### src/rtl/svp_pkg.sv
// svp_pkg: shared types, constants and the control store of the sound variation picker.
// Holds the microcode table read by sound_variation_picker; no dependencies.
`default_nettype none

package svp_pkg;

    localparam int MAX_ENTRIES = 16;
    localparam int ID_BITS     = 16;
    localparam int IDX_W       = $clog2(MAX_ENTRIES);
    localparam int CNT_W       = $clog2(MAX_ENTRIES + 1);
    localparam int FIELD_W     = 16;
    localparam int DIV_CNT_W   = $clog2(FIELD_W + 1);
    localparam int CFG_IDX_W   = 2;
    localparam int PC_W        = 5;

    // request codes
    localparam logic [1:0] REQ_SELECT     = 2'd0;
    localparam logic [1:0] REQ_ADD_UPDATE = 2'd1;
    localparam logic [1:0] REQ_ADD_ABSENT = 2'd2;
    localparam logic [1:0] REQ_REMOVE     = 2'd3;

    // result status codes
    localparam logic [2:0] ST_PRESENT   = 3'd0;
    localparam logic [2:0] ST_ADDED     = 3'd1;
    localparam logic [2:0] ST_REMOVED   = 3'd2;
    localparam logic [2:0] ST_NOT_FOUND = 3'd3;
    localparam logic [2:0] ST_FULL      = 3'd4;
    localparam logic [2:0] ST_SELECTED  = 3'd5;
    localparam logic [2:0] ST_EMPTY     = 3'd6;

    // configuration register indexes
    localparam logic [CFG_IDX_W-1:0] CFG_SELECTION_MODE = 2'd0;
    localparam logic [CFG_IDX_W-1:0] CFG_LOOP_ENABLE    = 2'd1;

    typedef enum logic [3:0] {
        OP_NOP,
        OP_PTR_CLR,
        OP_READ_PTR,
        OP_INC_NOMATCH,
        OP_INC_PTR,
        OP_WR_VOL,
        OP_APPEND,
        OP_WR_BACK_INC,
        OP_DEC_COUNT,
        OP_DIV_LD_DRAW,
        OP_DIV_LD_LP,
        OP_DIV_STEP,
        OP_LP_FROM_REM,
        OP_READ_LP
    } op_t;

    typedef enum logic [3:0] {
        C_NONE,
        C_ALWAYS,
        C_PTR_END,
        C_NOMATCH,
        C_FULL,
        C_EMPTY,
        C_SEQ,
        C_DIV_MORE,
        C_REM_NE_LP
    } cond_t;

    typedef struct packed {
        op_t             op;
        cond_t           cond;
        logic            emit;
        logic [2:0]      st;
        logic [PC_W-1:0] target;
    } uword_t;

    // program addresses
    localparam logic [PC_W-1:0] PC_IDLE     = 5'd0;
    localparam logic [PC_W-1:0] PC_UA_CLR   = 5'd1;
    localparam logic [PC_W-1:0] PC_UA_RD    = 5'd2;
    localparam logic [PC_W-1:0] PC_UA_CMP   = 5'd3;
    localparam logic [PC_W-1:0] PC_UA_HIT   = 5'd4;
    localparam logic [PC_W-1:0] PC_AA_CLR   = 5'd5;
    localparam logic [PC_W-1:0] PC_AA_RD    = 5'd6;
    localparam logic [PC_W-1:0] PC_AA_CMP   = 5'd7;
    localparam logic [PC_W-1:0] PC_AA_HIT   = 5'd8;
    localparam logic [PC_W-1:0] PC_ADD_NF   = 5'd9;
    localparam logic [PC_W-1:0] PC_ADD_APP  = 5'd10;
    localparam logic [PC_W-1:0] PC_ADD_FULL = 5'd11;
    localparam logic [PC_W-1:0] PC_RM_CLR   = 5'd12;
    localparam logic [PC_W-1:0] PC_RM_RD    = 5'd13;
    localparam logic [PC_W-1:0] PC_RM_CMP   = 5'd14;
    localparam logic [PC_W-1:0] PC_RM_NXT   = 5'd15;
    localparam logic [PC_W-1:0] PC_RM_SHRD  = 5'd16;
    localparam logic [PC_W-1:0] PC_RM_SHWR  = 5'd17;
    localparam logic [PC_W-1:0] PC_RM_DONE  = 5'd18;
    localparam logic [PC_W-1:0] PC_RM_NF    = 5'd19;
    localparam logic [PC_W-1:0] PC_SL_CHK   = 5'd20;
    localparam logic [PC_W-1:0] PC_SL_MODE  = 5'd21;
    localparam logic [PC_W-1:0] PC_SL_RDIV  = 5'd22;
    localparam logic [PC_W-1:0] PC_SL_RCHK  = 5'd23;
    localparam logic [PC_W-1:0] PC_SL_SEQ   = 5'd24;
    localparam logic [PC_W-1:0] PC_SL_SDIV  = 5'd25;
    localparam logic [PC_W-1:0] PC_SL_SSET  = 5'd26;
    localparam logic [PC_W-1:0] PC_SL_READ  = 5'd27;
    localparam logic [PC_W-1:0] PC_SL_OUT   = 5'd28;
    localparam logic [PC_W-1:0] PC_SL_EMPTY = 5'd29;

    function automatic uword_t mk(op_t op, cond_t cond, logic emit, logic [2:0] st,
                                  logic [PC_W-1:0] target);
        uword_t w;
        w.op     = op;
        w.cond   = cond;
        w.emit   = emit;
        w.st     = st;
        w.target = target;
        return w;
    endfunction

    function automatic uword_t ucode(logic [PC_W-1:0] pc);
        uword_t w;
        case (pc)
            // add or update
            PC_UA_CLR:   w = mk(OP_PTR_CLR,     C_NONE,     1'b0, ST_PRESENT,   PC_IDLE);
            PC_UA_RD:    w = mk(OP_READ_PTR,    C_PTR_END,  1'b0, ST_PRESENT,   PC_ADD_NF);
            PC_UA_CMP:   w = mk(OP_INC_NOMATCH, C_NOMATCH,  1'b0, ST_PRESENT,   PC_UA_RD);
            PC_UA_HIT:   w = mk(OP_WR_VOL,      C_ALWAYS,   1'b1, ST_PRESENT,   PC_IDLE);
            // add if absent
            PC_AA_CLR:   w = mk(OP_PTR_CLR,     C_NONE,     1'b0, ST_PRESENT,   PC_IDLE);
            PC_AA_RD:    w = mk(OP_READ_PTR,    C_PTR_END,  1'b0, ST_PRESENT,   PC_ADD_NF);
            PC_AA_CMP:   w = mk(OP_INC_NOMATCH, C_NOMATCH,  1'b0, ST_PRESENT,   PC_AA_RD);
            PC_AA_HIT:   w = mk(OP_NOP,         C_ALWAYS,   1'b1, ST_PRESENT,   PC_IDLE);
            // shared append tail
            PC_ADD_NF:   w = mk(OP_NOP,         C_FULL,     1'b0, ST_PRESENT,   PC_ADD_FULL);
            PC_ADD_APP:  w = mk(OP_APPEND,      C_ALWAYS,   1'b1, ST_ADDED,     PC_IDLE);
            PC_ADD_FULL: w = mk(OP_NOP,         C_ALWAYS,   1'b1, ST_FULL,      PC_IDLE);
            // remove with compaction
            PC_RM_CLR:   w = mk(OP_PTR_CLR,     C_NONE,     1'b0, ST_PRESENT,   PC_IDLE);
            PC_RM_RD:    w = mk(OP_READ_PTR,    C_PTR_END,  1'b0, ST_PRESENT,   PC_RM_NF);
            PC_RM_CMP:   w = mk(OP_INC_NOMATCH, C_NOMATCH,  1'b0, ST_PRESENT,   PC_RM_RD);
            PC_RM_NXT:   w = mk(OP_INC_PTR,     C_NONE,     1'b0, ST_PRESENT,   PC_IDLE);
            PC_RM_SHRD:  w = mk(OP_READ_PTR,    C_PTR_END,  1'b0, ST_PRESENT,   PC_RM_DONE);
            PC_RM_SHWR:  w = mk(OP_WR_BACK_INC, C_ALWAYS,   1'b0, ST_PRESENT,   PC_RM_SHRD);
            PC_RM_DONE:  w = mk(OP_DEC_COUNT,   C_ALWAYS,   1'b1, ST_REMOVED,   PC_IDLE);
            PC_RM_NF:    w = mk(OP_NOP,         C_ALWAYS,   1'b1, ST_NOT_FOUND, PC_IDLE);
            // select
            PC_SL_CHK:   w = mk(OP_NOP,         C_EMPTY,    1'b0, ST_PRESENT,   PC_SL_EMPTY);
            PC_SL_MODE:  w = mk(OP_DIV_LD_DRAW, C_SEQ,      1'b0, ST_PRESENT,   PC_SL_SEQ);
            PC_SL_RDIV:  w = mk(OP_DIV_STEP,    C_DIV_MORE, 1'b0, ST_PRESENT,   PC_SL_RDIV);
            PC_SL_RCHK:  w = mk(OP_LP_FROM_REM, C_REM_NE_LP, 1'b0, ST_PRESENT,  PC_SL_READ);
            PC_SL_SEQ:   w = mk(OP_DIV_LD_LP,   C_NONE,     1'b0, ST_PRESENT,   PC_IDLE);
            PC_SL_SDIV:  w = mk(OP_DIV_STEP,    C_DIV_MORE, 1'b0, ST_PRESENT,   PC_SL_SDIV);
            PC_SL_SSET:  w = mk(OP_LP_FROM_REM, C_NONE,     1'b0, ST_PRESENT,   PC_IDLE);
            PC_SL_READ:  w = mk(OP_READ_LP,     C_NONE,     1'b0, ST_PRESENT,   PC_IDLE);
            PC_SL_OUT:   w = mk(OP_NOP,         C_ALWAYS,   1'b1, ST_SELECTED,  PC_IDLE);
            PC_SL_EMPTY: w = mk(OP_NOP,         C_ALWAYS,   1'b1, ST_EMPTY,     PC_IDLE);
            default:     w = mk(OP_NOP,         C_ALWAYS,   1'b0, ST_PRESENT,   PC_IDLE);
        endcase
        return w;
    endfunction

endpackage

`default_nettype wire

### src/rtl/sound_variation_picker.sv
// Select in random mode runs a 16-step remainder of the draw and one more 5-step remainder
// when that lands on the last pick; round robin runs only the 5-step one; an empty table
// gives ST_EMPTY without a division. Add and remove scan from index 0 to a hit or the end.
// Remove then shifts the later entries down by one slot.
// One item at a time: start is taken again in the cycle done is high; the receiver
// cannot stall. Reset clears count, last pick, mode and loop flag; table contents stay.
`default_nettype none

module sound_variation_picker
    import svp_pkg::*;
(
    input  wire logic                 clk,
    input  wire logic                 rst_n,
    input  wire logic                 start,
    output logic                      busy,
    input  wire logic [1:0]           req_type,
    input  wire logic [FIELD_W-1:0]   sound_id,
    input  wire logic [FIELD_W-1:0]   volume,
    input  wire logic [FIELD_W-1:0]   random_draw,
    input  wire logic                 cfg_we,
    input  wire logic [CFG_IDX_W-1:0] cfg_index,
    input  wire logic                 cfg_data,
    output logic                      done,
    output logic [2:0]                status,
    output logic [FIELD_W-1:0]        sel_id,
    output logic [FIELD_W-1:0]        sel_volume,
    output logic                      sel_loop
);

    logic [PC_W-1:0]      pc_reg, pc_next;
    uword_t               uw;
    logic [CNT_W-1:0]     ptr_reg;
    logic [CNT_W-1:0]     count_reg;
    logic [IDX_W-1:0]     lp_reg;
    logic [CNT_W-1:0]     rem_reg;
    logic [FIELD_W-1:0]   dvd_reg;
    logic [DIV_CNT_W-1:0] dcnt_reg;
    logic [ID_BITS-1:0]   id_reg;
    logic [FIELD_W-1:0]   vol_reg;
    logic [FIELD_W-1:0]   draw_reg;
    logic                 mode_reg, loop_reg;
    logic [ID_BITS-1:0]   rd_id_reg;
    logic [FIELD_W-1:0]   rd_vol_reg;
    logic                 done_reg, sel_loop_reg;
    logic [2:0]           status_reg;
    logic [FIELD_W-1:0]   sel_id_reg, sel_volume_reg;

    logic [ID_BITS-1:0]   id_mem [MAX_ENTRIES];
    logic [FIELD_W-1:0]   vol_mem [MAX_ENTRIES];

    logic                 accept, take;
    logic [CNT_W:0]       div_sh;
    logic [CNT_W-1:0]     div_rem;
    logic [CNT_W-1:0]     lp_inc;
    logic [CNT_W-1:0]     ptr_dec;
    logic                 id_match;
    logic                 id_we, vol_we, rd_en;
    logic [IDX_W-1:0]     wr_addr, rd_addr;
    logic [ID_BITS-1:0]   wr_id;
    logic [FIELD_W-1:0]   wr_vol;

    assign uw     = ucode(pc_reg);
    assign busy   = (pc_reg != PC_IDLE);
    assign accept = start && !busy;

    // one restoring remainder step per cycle
    assign div_sh  = {rem_reg, dvd_reg[FIELD_W-1]};
    assign div_rem = (div_sh >= {1'b0, count_reg}) ? CNT_W'(div_sh - {1'b0, count_reg})
                                                   : div_sh[CNT_W-1:0];
    assign lp_inc   = CNT_W'(lp_reg) + CNT_W'(1);
    assign ptr_dec  = ptr_reg - CNT_W'(1);
    assign id_match = (rd_id_reg == id_reg);

    always_comb
    begin
        case (uw.cond)
            C_ALWAYS:    take = 1'b1;
            C_PTR_END:   take = (ptr_reg >= count_reg);
            C_NOMATCH:   take = !id_match;
            C_FULL:      take = (count_reg == CNT_W'(MAX_ENTRIES));
            C_EMPTY:     take = (count_reg == '0);
            C_SEQ:       take = mode_reg;
            C_DIV_MORE:  take = (dcnt_reg != DIV_CNT_W'(1));
            C_REM_NE_LP: take = (rem_reg != CNT_W'(lp_reg));
            default:     take = 1'b0;
        endcase

        if (!busy)
        begin
            pc_next = PC_IDLE;
            if (start)
            begin
                case (req_type)
                    REQ_SELECT:     pc_next = PC_SL_CHK;
                    REQ_ADD_UPDATE: pc_next = PC_UA_CLR;
                    REQ_ADD_ABSENT: pc_next = PC_AA_CLR;
                    REQ_REMOVE:     pc_next = PC_RM_CLR;
                    default:        pc_next = PC_IDLE;
                endcase
            end
        end
        else if (take)
        begin
            pc_next = uw.target;
        end
        else
        begin
            pc_next = pc_reg + PC_W'(1);
        end
    end

    // table port control
    always_comb
    begin
        id_we   = 1'b0;
        vol_we  = 1'b0;
        rd_en   = 1'b0;
        wr_addr = ptr_reg[IDX_W-1:0];
        rd_addr = ptr_reg[IDX_W-1:0];
        wr_id   = id_reg;
        wr_vol  = vol_reg;
        case (uw.op)
            OP_READ_PTR:
            begin
                rd_en = 1'b1;
            end
            OP_READ_LP:
            begin
                rd_en   = 1'b1;
                rd_addr = lp_reg;
            end
            OP_WR_VOL:
            begin
                vol_we = 1'b1;
            end
            OP_APPEND:
            begin
                id_we   = 1'b1;
                vol_we  = 1'b1;
                wr_addr = count_reg[IDX_W-1:0];
            end
            OP_WR_BACK_INC:
            begin
                id_we   = 1'b1;
                vol_we  = 1'b1;
                wr_addr = ptr_dec[IDX_W-1:0];
                wr_id   = rd_id_reg;
                wr_vol  = rd_vol_reg;
            end
            default:
            begin
                id_we = 1'b0;
            end
        endcase
    end

    always_ff @(posedge clk)
    begin
        if (id_we)
        begin
            id_mem[wr_addr] <= wr_id;
        end
        if (vol_we)
        begin
            vol_mem[wr_addr] <= wr_vol;
        end
        if (rd_en)
        begin
            rd_id_reg  <= id_mem[rd_addr];
            rd_vol_reg <= vol_mem[rd_addr];
        end
    end

    // control state
    always_ff @(posedge clk or negedge rst_n)
    begin
        if (!rst_n)
        begin
            pc_reg    <= PC_IDLE;
            count_reg <= '0;
            lp_reg    <= '0;
            mode_reg  <= 1'b0;
            loop_reg  <= 1'b0;
            done_reg  <= 1'b0;
        end
        else
        begin
            pc_reg   <= pc_next;
            done_reg <= busy && uw.emit;
            if (cfg_we && (cfg_index == CFG_SELECTION_MODE))
            begin
                mode_reg <= cfg_data;
            end
            if (cfg_we && (cfg_index == CFG_LOOP_ENABLE))
            begin
                loop_reg <= cfg_data;
            end
            case (uw.op)
                OP_APPEND:      count_reg <= count_reg + CNT_W'(1);
                OP_DEC_COUNT:   count_reg <= count_reg - CNT_W'(1);
                OP_LP_FROM_REM: lp_reg    <= rem_reg[IDX_W-1:0];
                default:        lp_reg    <= lp_reg;
            endcase
        end
    end

    // datapath registers
    always_ff @(posedge clk)
    begin
        if (accept)
        begin
            id_reg   <= sound_id[ID_BITS-1:0];
            vol_reg  <= volume;
            draw_reg <= random_draw;
        end
        case (uw.op)
            OP_PTR_CLR:     ptr_reg <= '0;
            OP_INC_PTR:     ptr_reg <= ptr_reg + CNT_W'(1);
            OP_WR_BACK_INC: ptr_reg <= ptr_reg + CNT_W'(1);
            OP_INC_NOMATCH:
            begin
                if (!id_match)
                begin
                    ptr_reg <= ptr_reg + CNT_W'(1);
                end
            end
            OP_DIV_LD_DRAW:
            begin
                rem_reg  <= '0;
                dvd_reg  <= draw_reg;
                dcnt_reg <= DIV_CNT_W'(FIELD_W);
            end
            OP_DIV_LD_LP:
            begin
                // lp+1 sits in the top bits, only CNT_W steps are run
                rem_reg  <= '0;
                dvd_reg  <= {lp_inc, {(FIELD_W - CNT_W){1'b0}}};
                dcnt_reg <= DIV_CNT_W'(CNT_W);
            end
            OP_DIV_STEP:
            begin
                rem_reg  <= div_rem;
                dvd_reg  <= {dvd_reg[FIELD_W-2:0], 1'b0};
                dcnt_reg <= dcnt_reg - DIV_CNT_W'(1);
            end
            default:
            begin
                rem_reg <= rem_reg;
            end
        endcase
        if (busy && uw.emit)
        begin
            status_reg <= uw.st;
            if (uw.st == ST_SELECTED)
            begin
                sel_id_reg     <= FIELD_W'(rd_id_reg);
                sel_volume_reg <= rd_vol_reg;
                sel_loop_reg   <= loop_reg;
            end
            else
            begin
                sel_id_reg     <= '0;
                sel_volume_reg <= '0;
                sel_loop_reg   <= 1'b0;
            end
        end
    end

    assign done       = done_reg;
    assign status     = status_reg;
    assign sel_id     = sel_id_reg;
    assign sel_volume = sel_volume_reg;
    assign sel_loop   = sel_loop_reg;

`ifndef SYNTH
    a_done_idle: assert property (@(posedge clk) disable iff (!rst_n)
        done_reg |-> !busy)
        else $error("result strobe while program still running");

    a_count_range: assert property (@(posedge clk) disable iff (!rst_n)
        count_reg <= CNT_W'(MAX_ENTRIES))
        else $error("entry count above table size");

    a_launch: assert property (@(posedge clk) disable iff (!rst_n)
        accept |=> busy)
        else $error("accepted item did not start a program");

    a_add_count: assert property (@(posedge clk) disable iff (!rst_n)
        (done_reg && (status_reg == ST_ADDED)) |-> (count_reg == $past(count_reg) + CNT_W'(1)))
        else $error("added item without count increment");

    a_remove_count: assert property (@(posedge clk) disable iff (!rst_n)
        (done_reg && (status_reg == ST_REMOVED)) |->
            (count_reg == $past(count_reg) - CNT_W'(1)))
        else $error("removed item without count decrement");
`endif

endmodule

`default_nettype wire

### config.mk
export PLATFORM = sky130hd
export DESIGN_NAME = sound_variation_picker
export DESIGN_NICKNAME = d
export VERILOG_FILES = /design/src/rtl/svp_pkg.sv /design/src/rtl/sound_variation_picker.sv
export SDC_FILE = /design/constraint.sdc
export NUM_CORES = 1
export LEC_CHECK = 0
export BUFFER_PORTS_ARGS = -buffer_cell sky130_fd_sc_hd__clkbuf_2
export CORE_MARGIN = 4
export CORE_UTILIZATION = 40
export DETAILED_ROUTE_END_ITERATION = 10
export HOLD_SLACK_MARGIN = 0.06
export PLACE_DENSITY = 0.62
export SYNTH_ARGS = -nofsm -noshare
export SYNTH_HDL_FRONTEND = slang
export SYNTH_SLANG_ARGS = --single-unit
### constraint.sdc
create_clock -name clk -period 9.7 [get_ports clk]
set_input_delay 0.485 -clock clk [delete_from_list [all_inputs] [get_ports clk]]
set_output_delay 0.485 -clock clk [all_outputs]
set_load 0.01 [all_outputs]
# ---- Word-level counts from Yosys, hierarchy flattened
# Memories as Yosys holds them, arrays and structs flattened. A register that Yosys moved wholly into a read port is not among the register bits.
# Cells that the tools add are included.
dict set report totals {
  regBits 132
  latch_bits 0
  ram_bits 512
  mem_bits_ro 544
  inputBits 57
  out_inout_bits 38
  elab_cells 104
  mem_count 3
}
dict set report op_classes {
  add_sub_neg 8
  multipliers 0
  div 0
  magnitude_cmp 2
  n_eq_ne 31
  shift 0
  mux 23
  n_bitwise 0
  n_reduce_logical 20
}
# name depth word_bits rd rd_ports_with_merged_regs write_ports line_no
set mem_list {}
lappend mem_list {{(no name shown)} 32 17 1 0 0 svp_pkg.sv:117} ;# case (pc)
lappend mem_list {id_mem 16 16 1 1 1 sound_variation_picker.sv:48} ;# logic [ID_BITS-1:0] id_mem [MAX_ENTRIES];
lappend mem_list {vol_mem 16 16 1 1 1 sound_variation_picker.sv:49} ;# logic [FIELD_W-1:0] vol_mem [MAX_ENTRIES];
# operator n
set ops {}
lappend ops {{$pmux W16 S3} 1}
lappend ops {{$eq A4 B3 Y1 const B} 8}
lappend ops {{$mux W16} 2}
lappend ops {{$pmux W5 S3} 2}
lappend ops {{$eq A4 B4 Y1 const B} 7}
lappend ops {{$mux W5} 5}
lappend ops {{$pmux W5 S2} 2}
lappend ops {{$pmux W5 S4} 1}
lappend ops {{$eq A16 B16 Y1} 1}
lappend ops {{$eq A4 B2 Y1 const B} 4}
lappend ops {{$add A5 B1 Y5 const B} 3}
lappend ops {{$sub A5 B1 Y5 const B} 2}
lappend ops {{$eq A4 B1 Y1 const B} 2}
lappend ops {{$pmux W1 S8} 1}
lappend ops {{$pmux W4 S2} 1}
lappend ops {{$reduce_or A2 Y1} 4}
lappend ops {{$mux W1} 7}
lappend ops {{$ge A6 B5 Y1} 1}
lappend ops {{$reduce_bool A3 Y1} 2}
lappend ops {{$add A4 B1 Y5 const B} 1}
lappend ops {{$eq A5 B5 Y1 const B} 1}
lappend ops {{$ge A5 B5 Y1} 1}
lappend ops {{$logic_not A5 Y1} 1}
lappend ops {{$ne A5 B1 Y1 const B} 1}
lappend ops {{other kinds (15)} 23}

# ---- Depth between registers and ports, before layout
# An unclocked memory read counts as a cell.
dict set report depth {
  word_depth 6
  depth_mapped 16
  depth_no_buf 12
}

# ---- Worst setup path after synthesis
# No wires, ideal clock.
dict set report synth_timing {
  path_type {register to register}
  from {register pc_reg[1]}
  to {register rd_id_reg[0], read port of id_mem (enable)}
  setup_time_ns 0.470
  t_arrival_ns 4.620
  required_ns 9.230
  slack_ns 4.610
  path_stages_with_launch 11
  path_buffers 4
  synth_period_minus_slack_ns 5.090
  path_cell_list {dfrtp_1 > buf_2 > inv_1 > ha_1 > buf_2 > mux2_1 > a221o_1 > o21a_1 > buf_2 > clkbuf_1 > o31ai_1}
}
dict set report synth_via {
  elab_chain_cells 4
  elab_cells_between_ends 6
  classes_between {eq/ne (2); mux (2); reduce/logical (1); memory (1)}
}
# element line_no
set synth_rtl {}
lappend synth_rtl {{from (decl)} sound_variation_picker.sv:30} ;# logic [PC_W-1:0] pc_reg, pc_next;
lappend synth_rtl {{from (signal assigned)} sound_variation_picker.sv:188} ;# pc_reg <= pc_next;
lappend synth_rtl {{$mem_v2 Z32 W17 (*)} --}
lappend synth_rtl {{$eq A4 B4 Y1 or $eq A4 B2 Y1 (tied branches)} sound_variation_picker.sv:122} ;# case (uw.op)
lappend synth_rtl {{$reduce_or A2 Y1 (no source line) (*)} --}
lappend synth_rtl {{$mux W1 (*)} sound_variation_picker.sv:122}
lappend synth_rtl {{net rd_en} sound_variation_picker.sv:57} ;# logic id_we, vol_we, rd_en;
lappend synth_rtl {{to (decl)} sound_variation_picker.sv:42} ;# logic [ID_BITS-1:0] rd_id_reg;
# Mark *: on every way through the listed nets, which the timed path passes. The rest lies on a longest branch.
# A chain may end at the register's enable or synchronous reset.

# ---- Worst setup path in the final report
dict set report layout_timing {
  from {register pc_reg[1]}
  to {register rd_id_reg[1], read port of id_mem, data pin}
}
dict set report layout_via {
  elab_chain_cells 4
  elab_cells_between_ends 6
  classes_between {eq/ne (2); mux (2); reduce/logical (1); memory (1)}
}
# element line_no
set layout_rtl {}
lappend layout_rtl {{$mem_v2 Z32 W17 (*)} --}
lappend layout_rtl {{$eq A4 B4 Y1 or $eq A4 B2 Y1 (tied branches)} sound_variation_picker.sv:122}
lappend layout_rtl {{$reduce_or A2 Y1 (no source line)} --}
lappend layout_rtl {{$mux W1} sound_variation_picker.sv:122}
# Mark *: on every way between the ends. The rest lies on a longest branch, timed or not.

==> flow_metrics.tcl <==
set metrics [dict create \
    holdWs_ps 108 \
    utilization 0.468 \
    tns_ps 0 \
    worstRegToRegCells 12 \
    synth_area_sq_um 28600 \
    clock_sinks 676 \
    grt_setup_unrepaired "no" \
    grtUsageTotal 0.190 \
    fmax_ghz 0.190 \
    p_int_mw 6.65 \
    combPwrFrac 0.330 \
    async_flop_share 0.0251 \
    cts.repair.resized 0 \
    r2r_slack_ps 4440 \
    grt_pass1_wl_microns 107000 \
    ys.flop_type "edfxtp_1" \
    hold_depth 1 \
    synth-edff-count 659 \
    grt_overflow 0 \
    startpoint "pc_reg[1]" \
    io_buffers 94 \
    slew_violations 0 \
    placed_area_sq_um 30100 \
    hold_buffers 47 \
    fin_area_sq_um 32900 \
    area_delta_synth_final_pct 15.3 \
    drive_above_1_share 0.153 \
    synth_top_area_share 0.693 \
    reg2reg_to "rd_id_reg[1]" \
    core_sq_um 70400 \
    grt_antenna_before_repair 1 \
    synth_cell_types 74 \
    register_area_sq_um 20200 \
    power.density_nw_per_um2 311 \
    worst_slew_pin_slew_ps 1150 \
    nNetsFinal 2109 \
    power_mw 10.2 \
    max_slew_margin 0.232 \
    hold_viol_final 0 \
    routedWlPerCell_microns 24.1 \
    skew_ps 18.2 \
    first_global_vias 16600 \
    ys_seq_elements 676 \
    irDropWorstVdd_mv 0.429 \
    final_cell_mix "659 x edfxtp_1, 228 x mux2i_1, 134 x nand2_1" \
    ys_seq_area_frac 0.707 \
    cts.reportedPaths.clkPinSlew_ps 60 \
    multi_input_area_sq_um 7770 \
    drtIter0Drc 1982 \
    postCtsSetupBuffers 0 \
    hp-start "sound_id[3]" \
    switching_share 0.351 \
    cp_data_required_time_ps 10050 \
    pwr-share-seq 0.405 \
    finalCritPeriodShare 0.543 \
    gp_congestion 0.861 \
    switchingPower_mw 3.59 \
    viasPerCell 5.61 \
    crit_arrival_ps 5610 \
    drc 0 \
    min_path_type "in -> reg" \
    cts_tree "built" \
    start_util 0.406 \
    diodes 0 \
    maxCapViolations 0 \
    avgSynthCellArea_sq_um 15.3 \
    dp_slack_ps 4590 \
    cts_made_buffers 72 \
    synth_fp_nets 1952 \
    pwr-share-clk 0.265 \
    min_to "id_reg[3]" \
    firstDrtPassIters 6 \
    netlist_instances 1865 \
    instances_no_fill 3019 \
    final_common_cell "edfxtp_1" \
    setup.worst_path.class "reg -> reg" \
    yosys-top-cells-area "edfxtp_1 69%, mux2i_1 8.0%, nand2_1 1.8%" \
    startpoint_type "flip-flop" \
    cts_root_buf "clkbuf_16" \
    rows 97 \
    place_inst 2841 \
    nFillCells 6015 \
    clk_latency_ps 610 \
    die_x_microns 275 \
    fp.dieH_microns 275 \
    yosysTopAreaCell "edfxtp_1" \
    ios 95 \
    cts_buffer_depth 3 \
    routed_wl_microns 72600 \
    status "complete, no violations" \
    vias 16900 \
    yosysWarnings 0 \
    critPathMaxFanout 49 \
    reg_top3 "id_mem: 256 flops, vol_mem: 256 flops" \
    r2r_start "pc_reg[1]" \
    cts_max_level 3 \
    power_leakage_nw 11.7 \
    grt_start_max_net_pins 129 \
    dp_hpwl_microns 40400 \
    antenna_left 0 \
    fin_ws_ps 4440 \
    period_needed_ps 5260 \
    endpoint_kind "flip-flop" \
    dieArea_sq_um 75800 \
    setup_violations 0 \
]
-- synth_stat cells (all sizes together), types with 3 or more instances --
| cell type | n |
|---|---|
| o211a | 3 |
| nand3b | 6 |
| o31ai | 5 |
| clkbuf | 53 |
| xor2 | 26 |
| nor4 | 8 |
| or2 | 4 |
| edfxtp | 659 |
| ha | 29 |
| nand2 | 136 |
| a311oi | 29 |
| nor3b | 4 |
| a211o | 33 |
| nor3 | 9 |
| a31oi | 43 |
| mux2 | 43 |
| a222oi | 29 |
| xnor2 | 11 |
| or3 | 3 |
| o21ai | 37 |
| buf | 58 |
| a21o | 4 |
| and3 | 31 |
| o22ai | 66 |
| a21oi | 39 |
| o21a | 5 |
| a211oi | 6 |
| nor2 | 99 |
| a221oi | 6 |
| inv | 24 |
| a21boi | 3 |
| mux2i | 228 |
| nand3 | 26 |
| and2 | 39 |
| nor2b | 10 |
| nand2b | 6 |
| dfrtp | 17 |
-- worst max-delay path, stage by stage, from the launching register on --
cell	delay, ps
dfrtp_1	530
inv_1	240
ha_1	350
mux2i_1	150
mux4_2	620
nor3_4	490
nand2_2	150
a21boi_4	160
buf_4	590
buf_4	750
mux2i_1	290
a222oi_1	140
a211o_1	360
-- layout make-up --
type	instances	share of cell area
Multi-Input combinational cell	1053	0.236
Timing Repair Buffer	194	0.0410
Clock buffer	86	0.0576
Inverter	25	0.00285
Tap cell	940	0.0357
Sequential cell	676	0.614
Clock inverter	45	0.0134
-- logic make-up (layout without fill, tap and decap cells) --
group	Yosys count	in the layout	share of synthesized area
fa+ha+maj	30	30	0.0134
mux	273	273	0.0984
buf+inv	136	350	0.0237
xor+xnor	37	37	0.0113
flops	676	676	0.707
compound gates	324	324	0.0804
simple gates	389	389	0.0654
-- power by group through the flow --
stage	Combinational, mW	Clock [mW]	Sequential (mW)
2_1_floorplan	2.37	0	4.09
3_3_place_gp	3.26	0	4.19
3_5_place_dp	3.35	0	4.20
4_1_cts	3.38	2.77	4.15
5_1_grt	3.65	2.90	4.18
6_report	3.38	2.71	4.15
-- how the worst max path moves through the flow --
stage | to | slack [ps] | cells after the start
after floorplan | rd_id_reg[0] | 4610 | 10
after global placement | rd_id_reg[4] | 4800 | 12
after detailed placement | rd_id_reg[7] | 4590 | 12
after CTS | rd_id_reg[3] | 4540 | 10
after global routing | rd_id_reg[3] | 4240 | 10
final | rd_id_reg[1] | 4440 | 12
-- layer usage --
layer | vias to the layer above | track usage | share of wire
met5 | - | 0 | 0
met4 | 0 | 0.0559 | 0.025
met3 | 120 | 0.0345 | 0.073
met2 | 635 | 0.307 | 0.47
met1 | 8576 | 0.264 | 0.43
li1 | 7610 | - | -
No activity file was read; power rests on OpenSTA's default activity.
